File: src/rtl/brts_pkg.sv
// ----------------------------------------------------------------------------
// brts_pkg
// Shared types and codes of the BLE response timeout supervisor.
// ----------------------------------------------------------------------------
package brts_pkg;

    localparam int unsigned KindCount = 20;

    // message kinds
    localparam logic [4:0] K_OTHER          = 5'd0;
    localparam logic [4:0] K_BUSY           = 5'd1;
    localparam logic [4:0] K_ERROR          = 5'd2;
    localparam logic [4:0] K_INIT_ACCESS    = 5'd3;
    localparam logic [4:0] K_INIT_RKE       = 5'd4;
    localparam logic [4:0] K_AP_REQ         = 5'd5;
    localparam logic [4:0] K_AP_RSP         = 5'd6;
    localparam logic [4:0] K_ACCESS_DONE    = 5'd7;
    localparam logic [4:0] K_INIT_RANGING   = 5'd8;
    localparam logic [4:0] K_RESUME_RANGING = 5'd9;
    localparam logic [4:0] K_SETUP_M1       = 5'd10;
    localparam logic [4:0] K_SETUP_M2       = 5'd11;
    localparam logic [4:0] K_SETUP_M3       = 5'd12;
    localparam logic [4:0] K_SETUP_M4       = 5'd13;
    localparam logic [4:0] K_SETUP_LATER    = 5'd14;
    localparam logic [4:0] K_RESUME_LATER   = 5'd15;
    localparam logic [4:0] K_SUSPEND_REQ    = 5'd16;
    localparam logic [4:0] K_SUSPEND_RSP    = 5'd17;
    localparam logic [4:0] K_RESUME_REQ     = 5'd18;
    localparam logic [4:0] K_RESUME_RSP     = 5'd19;
    localparam logic [4:0] K_LAST           = 5'd19;

    // roles
    localparam logic [1:0] ROLE_IDLE   = 2'd0;
    localparam logic [1:0] ROLE_TX     = 2'd1;
    localparam logic [1:0] ROLE_RX     = 2'd2;
    localparam logic [1:0] ROLE_UNUSED = 2'd3;

    // actions
    localparam logic [1:0] ACT_NONE = 2'd0;
    localparam logic [1:0] ACT_ARM  = 2'd1;
    localparam logic [1:0] ACT_STOP = 2'd2;
    localparam logic [1:0] ACT_TERM = 2'd3;

    localparam logic DIR_IN  = 1'b0;
    localparam logic DIR_OUT = 1'b1;

    // kinds that wait for a response under a timeout
    localparam logic [KindCount-1:0] ExpectsReplyMask =
        (KindCount'(1) << K_INIT_ACCESS)  | (KindCount'(1) << K_INIT_RKE)     |
        (KindCount'(1) << K_AP_REQ)       | (KindCount'(1) << K_AP_RSP)       |
        (KindCount'(1) << K_INIT_RANGING) | (KindCount'(1) << K_RESUME_RANGING) |
        (KindCount'(1) << K_SETUP_M1)     | (KindCount'(1) << K_SETUP_M2)     |
        (KindCount'(1) << K_SETUP_M3)     | (KindCount'(1) << K_SUSPEND_REQ)  |
        (KindCount'(1) << K_RESUME_REQ);

    typedef struct packed {
        logic       direction;
        logic [4:0] message_kind;
    } t_in_beat;

    typedef struct packed {
        logic [1:0] action;
        logic [1:0] role_after;
    } t_out_beat;

    typedef struct packed {
        logic [1:0] role;
        logic [4:0] pending;
    } t_sup_state;

    // set of kinds accepted as reply to a pending kind
    function automatic logic [KindCount-1:0] reply_mask(input logic [4:0] pend);
        logic [KindCount-1:0] m;
        m = '0;
        unique case (pend)
            K_INIT_ACCESS:    m[K_AP_REQ] = 1'b1;
            K_INIT_RKE:       m[K_AP_REQ] = 1'b1;
            K_AP_REQ:         m[K_AP_RSP] = 1'b1;
            K_AP_RSP: begin
                m[K_AP_REQ]      = 1'b1;
                m[K_ACCESS_DONE] = 1'b1;
            end
            K_INIT_RANGING: begin
                m[K_SETUP_M1]    = 1'b1;
                m[K_SETUP_LATER] = 1'b1;
            end
            K_RESUME_RANGING: begin
                m[K_RESUME_REQ]   = 1'b1;
                m[K_RESUME_LATER] = 1'b1;
            end
            K_SETUP_M1: begin
                m[K_SETUP_M2]    = 1'b1;
                m[K_SETUP_LATER] = 1'b1;
            end
            K_SETUP_M2:       m[K_SETUP_M3] = 1'b1;
            K_SETUP_M3:       m[K_SETUP_M4] = 1'b1;
            K_SUSPEND_REQ:    m[K_SUSPEND_RSP] = 1'b1;
            K_RESUME_REQ: begin
                m[K_RESUME_RSP]   = 1'b1;
                m[K_RESUME_LATER] = 1'b1;
            end
            default:          m = '0;
        endcase
        return m;
    endfunction

endpackage

File: src/rtl/brts_decide.sv
// ----------------------------------------------------------------------------
// brts_decide
// Decision logic: one message and the current state give an action and the
// next state.
// ----------------------------------------------------------------------------
module brts_decide (
    input  brts_pkg::t_in_beat   i_beat,
    input  brts_pkg::t_sup_state i_state,
    output logic [1:0]           o_action,
    output brts_pkg::t_sup_state o_state
);
    import brts_pkg::*;

    logic [4:0]           kind;
    logic                 against;
    logic                 tx_in;
    logic                 rx_out;
    logic                 expects;
    logic                 reply_ok;
    logic                 replaces;
    logic [KindCount-1:0] allowed;
    t_sup_state           made;

    always_comb begin
        // fold unlisted codes onto "other"
        kind     = (i_beat.message_kind > K_LAST) ? K_OTHER : i_beat.message_kind;
        tx_in    = (i_beat.direction == DIR_IN)  && (i_state.role == ROLE_TX);
        rx_out   = (i_beat.direction == DIR_OUT) && (i_state.role == ROLE_RX);
        against  = tx_in || rx_out;
        expects  = ExpectsReplyMask[kind];
        allowed  = reply_mask(i_state.pending);
        reply_ok = allowed[kind];
        replaces = ((i_state.pending == K_RESUME_REQ) || (i_state.pending == K_SUSPEND_REQ))
                && ((kind == K_INIT_RANGING) || (kind == K_RESUME_RANGING)
                    || (kind == K_SUSPEND_REQ));
        made.role    = (i_beat.direction == DIR_OUT) ? ROLE_TX : ROLE_RX;
        made.pending = kind;

        o_action = ACT_NONE;
        o_state  = i_state;
        if (kind == K_BUSY) begin
            o_action = against ? ACT_ARM : ACT_NONE;
        end else if (kind == K_ERROR) begin
            if (tx_in) begin
                o_action = ACT_TERM;
                o_state  = '{role: ROLE_IDLE, pending: K_OTHER};
            end else if (rx_out) begin
                o_action = ACT_STOP;
                o_state  = '{role: ROLE_IDLE, pending: K_OTHER};
            end
        end else if (i_state.role != ROLE_IDLE) begin
            if (against && reply_ok) begin
                if (expects) begin
                    o_action = ACT_ARM;
                    o_state  = made;
                end else begin
                    o_action = ACT_STOP;
                    o_state  = '{role: ROLE_IDLE, pending: K_OTHER};
                end
            end else if (tx_in && replaces) begin
                // incoming request wins the collision
                o_action = ACT_ARM;
                o_state  = made;
            end
        end else if (expects) begin
            o_action = ACT_ARM;
            o_state  = made;
        end
    end

endmodule

File: src/rtl/ble_response_timeout_supervisor_core.sv
// ----------------------------------------------------------------------------
// ble_response_timeout_supervisor_core
// Path: input register, then decision into the result register together with the
//   state update.
// Throughput: one message per cycle; the only limit is the downstream stall.
// Reset: synchronous, active low; role returns to idle, no pending message,
//   both pipeline stages empty.
// ----------------------------------------------------------------------------
module ble_response_timeout_supervisor_core (
    input  logic                i_clk,
    input  logic                i_rst_n,
    input  logic                i_in_valid,
    output logic                o_in_stall,
    input  brts_pkg::t_in_beat  i_in_data,
    output logic                o_out_valid,
    input  logic                i_out_stall,
    output brts_pkg::t_out_beat o_out_data
);
    import brts_pkg::*;

    // input stage
    logic       r_in_valid;
    t_in_beat   r_in_beat;
    // result stage
    logic       r_out_valid;
    t_out_beat  r_out_beat;
    // supervisor state
    t_sup_state r_state;
    t_sup_state n_state;
    logic [1:0] n_action;

    logic out_adv;  // result register may load
    logic in_adv;   // input register may load
    logic fire;     // a message is decided this cycle

    // The result register frees up when empty or when its beat leaves.
    assign out_adv    = !r_out_valid || !i_out_stall;
    assign in_adv     = !r_in_valid || out_adv;
    assign fire       = r_in_valid && out_adv;
    assign o_in_stall = !in_adv;

    brts_decide u_decide (
        .i_beat   (r_in_beat),
        .i_state  (r_state),
        .o_action (n_action),
        .o_state  (n_state)
    );

    // Hold the input beat until the decision stage takes it.
    always_ff @(posedge i_clk) begin
        if (!i_rst_n) begin
            r_in_valid <= 1'b0;
        end else if (in_adv) begin
            r_in_valid <= i_in_valid;
        end
    end

    always_ff @(posedge i_clk) begin
        if (in_adv && i_in_valid) begin
            r_in_beat <= i_in_data;
        end
    end

    // Advance the state only when a decision is committed to the result stage,
    // so the next message in the input register always sees the updated state.
    always_ff @(posedge i_clk) begin
        if (!i_rst_n) begin
            r_state <= '{role: ROLE_IDLE, pending: K_OTHER};
        end else if (fire) begin
            r_state <= n_state;
        end
    end

    always_ff @(posedge i_clk) begin
        if (!i_rst_n) begin
            r_out_valid <= 1'b0;
        end else if (out_adv) begin
            r_out_valid <= r_in_valid;
        end
    end

    always_ff @(posedge i_clk) begin
        if (fire) begin
            r_out_beat.action     <= n_action;
            r_out_beat.role_after <= n_state.role;
        end
    end

    assign o_out_valid = r_out_valid;
    assign o_out_data  = r_out_beat;

    // The unused role code never shows up.
    a_role_legal: assert property (@(posedge i_clk) disable iff (!i_rst_n)
        r_state.role != ROLE_UNUSED)
        else $error("supervisor role took the unused code");

    // Idle role and empty pending slot always go together.
    a_idle_pending: assert property (@(posedge i_clk) disable iff (!i_rst_n)
        (r_state.role == ROLE_IDLE) == (r_state.pending == K_OTHER))
        else $error("role and pending kind disagree");

    // A terminate leaves the exchange idle; an arm never does.
    a_term_idle: assert property (@(posedge i_clk) disable iff (!i_rst_n)
        (r_out_valid && r_out_beat.action == ACT_TERM) |-> r_out_beat.role_after == ROLE_IDLE)
        else $error("terminate without returning to idle");

    a_arm_busy: assert property (@(posedge i_clk) disable iff (!i_rst_n)
        (r_out_valid && r_out_beat.action == ACT_ARM) |-> r_out_beat.role_after != ROLE_IDLE)
        else $error("timeout armed while idle");

    // A decided beat carries the state that was committed with it.
    a_state_match: assert property (@(posedge i_clk) disable iff (!i_rst_n)
        fire |=> (r_out_valid && r_out_beat.role_after == r_state.role))
        else $error("result role differs from committed state");

endmodule
File: config.mk
export PLATFORM = sky130hd
export DESIGN_NAME = ble_response_timeout_supervisor_core
export DESIGN_NICKNAME = d
export VERILOG_FILES = /design/src/rtl/brts_pkg.sv /design/src/rtl/brts_decide.sv /design/src/rtl/ble_response_timeout_supervisor_core.sv
export SDC_FILE = /design/constraint.sdc
export NUM_CORES = 1
export LEC_CHECK = 0
export BUFFER_PORTS_ARGS = -buffer_cell sky130_fd_sc_hd__buf_2
export CELL_PAD_IN_SITES_DETAIL_PLACEMENT = 1
export CELL_PAD_IN_SITES_GLOBAL_PLACEMENT = 1
export CORE_AREA = 2 2 57 59
export DETAILED_ROUTE_END_ITERATION = 7
export DIE_AREA = 0 0 59 61
export GPL_ROUTABILITY_DRIVEN = 0
export GPL_TIMING_DRIVEN = 1
export PLACE_DENSITY = 0.77
export SLEW_MARGIN = 20
export SYNTH_ARGS = -nofsm -noshare
export SYNTH_HDL_FRONTEND = slang
export SYNTH_SLANG_ARGS = --single-unit
File: constraint.sdc
create_clock -name i_clk -period 2.6 [get_ports i_clk]
set_clock_uncertainty 0.1 [all_clocks]
set_input_delay 0.78 -clock i_clk [delete_from_list [all_inputs] [get_ports i_clk]]
set_output_delay 0.78 -clock i_clk [all_outputs]
set_load 0.01 [all_outputs]
==> metrics.yaml <==
status:
  outcome: "finished, final reports clean"
worst_hold_path:
  hp-class: "flip-flop to flip-flop"
  min_from: "r_in_valid"
sta:
  relSlewSlack_pct: 65.0
  finalCritPeriodShare_pct: 97.8
  hold_viol: 0
  finalCriticalPeriod_ns: 2.54
  holdWs_ns: 0.430
  slew_viol_final: 0
  setup_viol: 0
  worst_pin_slew_ns: 0.523
  tns_ns: 0
  fmax_mhz: 393
final_layout:
  seqCellArea_um2: 480
  fill_cells: 362
  multi_input_comb_area_um2: 757
  layout-drive-gt1-share_pct: 30.8
  syn2layout_area_growth_pct: 17.8
  fin_cells: 192
  final_area_um2: 1500
  nets: 170
  antenna_cells: 0
  finish.utilization_pct: 50.7
critical_path:
  critPathBufInv: 1
  max_stage_delay_ns: 0.48
  cpMostUsedCell: "o21ai_0"
  required_ns: 2.57
  critPathSlowestCell: "edfxtp_1"
  reg2reg_from: "r_in_beat[0]"
  crit_path_start_kind: "flip-flop"
  cp-end-kind: "flip-flop"
  critPathTopFamily: "compound AO/OA/AOI/OAI gates"
  cp.arrival_ns: 2.52
  startpoint: "r_in_beat[0]"
  crit_fanout: 7
  critical_path_class: "flip-flop to flip-flop"
  crit_chain: "buf_4, or3b_1, a21oi_1, o21ai_0, a311o_4, and3_2, a31oi_2, o21ai_0"
clock_tree:
  cts_root_buffer: "clkbuf_4"
  htreeDepth: 1
  cts_buffer_depth: 2
  path_clk_slew_ns: 0.11
  cts_hold_buffers: 0
  clock_latency_ns: 0.31
  cts_tree: "built"
  cts_inserted_buffers: 3
  cts.sinks: 19
global_route:
  grt_max_degree: 13
  grt_pass1_wl_um: 5660
  gr-total-overflow: 0
  grt_pass1_vias: 1204
  antenna_found_initial: 0
  grt_usage_pct: 21.4
logic_synthesis:
  syn_inst: 134
  synth-compound-area-share_pct: 27.0
  ys_seq_elements: 19
  synth_nets: 144
  synthArstFlopShare_pct: 0
  yosysWarnings: 0
  ys.flop_type: "edfxtp_1"
  muxShareOfSynthArea_pct: 0.787
  synth_top_family_by_area: "simple AND/OR/NAND/NOR gates"
  synth_xor_area_share_pct: 0.689
  synth-simple-area-share_pct: 29.3
  yosysSeqAreaShare_pct: 37.8
  avgSynthCellArea_um2: 9.49
  synth_edf_count: 10
  synth_cell_type_count: 56
  syn_area_um2: 1270
  synthAdderAreaFrac_pct: 0
place:
  dp_cells: 183
  io_buffers: 15
  hpwl_um: 2580
  placed_cell_area_um2: 1410
route:
  drc: 0
  drt_iter0_drc: 62
  detail_route.wl_per_cell_um: 17.9
  vias: 1193
  first_pass_iters: 4
  drt-total-wl_um: 3440
  vias_per_cell: 6.21
  antenna_left: 0
floorplan:
  row_count: 20
  die_area_um2: 3600
  die_h_um: 61
  start_util_pct: 43.1
  core_area_um2: 2950
  fp.dieW_um: 59
  ios: 16
pwr:
  leakagePower_nw: 0.598
  power.density_nw_per_um2: 420
  ir_drop_mv: 0.334
job:
  maxCapViolCount: 0
==> final timing paths <==
kind,slack [ns],cells past startpoint,to
worst max register to register,0.06,8,o_out_data[0]
worst min-delay path,0.43,2,o_out_valid
worst min register to register,0.43,2,o_out_valid
worst max-delay path,0.06,8,o_out_data[0]
==> power by group <==
part	leakage (nW)	total (mW)	internal, mW	switching (mW)
clock network	0.0177	0.157	0.0576	0.0997
registers	0.170	0.348	0.332	0.0160
logic	0.411	0.123	0.0571	0.0662
total	0.598	0.628	0.447	0.182
==> stage by stage <==
| step | worst slack, ns | power (mW) |
|---|---|---|
| after detailed placement | 0.00522 | 0.465 |
| after global routing | -0.0658 | 0.656 |
| after CTS | 0.00151 | 0.619 |
| after floorplan | 0.226 | 0.426 |
| after global placement | 0.148 | 0.459 |
| final | 0.0573 | 0.628 |
==> synth_stat cells, types with 2 or more instances <==
| cell | n | area share (%) |
|---|---|---|
| a311oi_1 | 2 | 1.4 |
| or3b_1 | 2 | 1.4 |
| and3b_1 | 2 | 1.4 |
| buf_2 | 6 | 2.4 |
| and3_1 | 3 | 1.5 |
| nor3b_1 | 2 | 1.2 |
| nand3b_1 | 4 | 2.4 |
| a32o_1 | 3 | 2.4 |
| nor4bb_1 | 3 | 2.4 |
| nor2b_1 | 5 | 2.5 |
| o21a_1 | 2 | 1.2 |
| and2_1 | 3 | 1.5 |
| o311ai_0 | 2 | 1.4 |
| or2_2 | 2 | 0.98 |
| buf_4 | 2 | 1.2 |
| o21ai_0 | 7 | 2.8 |
| nand2_1 | 16 | 4.7 |
| nor2_1 | 7 | 2.1 |
| inv_1 | 3 | 0.89 |
| edfxtp_1 | 10 | 24 |
| dfxtp_1 | 9 | 14 |
| a21oi_1 | 2 | 0.79 |
| nand2b_1 | 4 | 2.0 |
==> flip-flops by register name, summed over array words and instances (netlist names) <==
signal,cells
r_in_valid,1
o_out_data,4
r_in_beat,6
r_state,7
o_out_valid,1
==> cells by family after synthesis <==
family          after synthesis
compound gates               40
xor+xnor                      1
buf+inv                      11
flops                        19
mux                           1
simple gates                 62
==> cell usage in the layout (no fill, tap or decap), drive strengths merged, types with 3 or more instances in the layout <==
| cell type | n |
|---|---|
| a21oi | 3 |
| a32o | 3 |
| and2 | 3 |
| and3 | 4 |
| and3b | 3 |
| buf | 29 |
| clkbuf | 3 |
| dfxtp | 9 |
| edfxtp | 10 |
| inv | 3 |
| nand2 | 16 |
| nand2b | 4 |
| nand3b | 4 |
| nor2 | 7 |
| nor2b | 5 |
| nor4bb | 3 |
| o21ai | 7 |
| o311ai | 3 |
==> metal layers <==
metal | up-vias | track usage, % | routed length [µm]
met3 | 8 | 3.41 | 137
met2 | 35 | 36.0 | 1670
met4 | 0 | 12.0 | 100
met5 | - | 0 | 0
li1 | 565 | - | -
met1 | 585 | 26.1 | 1540
==> worst reg2reg max path: stages (launching register included) <==
cell and delay [ns]:
edfxtp_1 0.48, buf_4 0.19, or3b_1 0.37, a21oi_1 0.14
o21ai_0 0.14, a311o_4 0.38, and3_2 0.24, a31oi_2 0.16
o21ai_0 0.10
==> cell type report <==
| class | count | share of cell area, % |
|---|---|---|
| Clock buffer | 3 | 1.50 |
| Clock inverter | 1 | 0.334 |
| Inverter | 3 | 0.752 |
| Multi-Input combinational cell | 104 | 50.5 |
| Sequential cell | 19 | 32.1 |
| Tap cell | 33 | 2.76 |
| Timing Repair Buffer | 29 | 12.0 |
==> timing repair <==
| action | 4_1_cts | 5_1_grt |
|---|---|---|
| pin swaps | 0 | 2 |
| hold endpoints to repair | 0 | 0 |
| buffers inserted | 1 | 4 |
| endpoints found under the setup margin | 3 | 8 |
| gates resized for setup | 0 | 7 |
(Power assumes the default switching activity.)
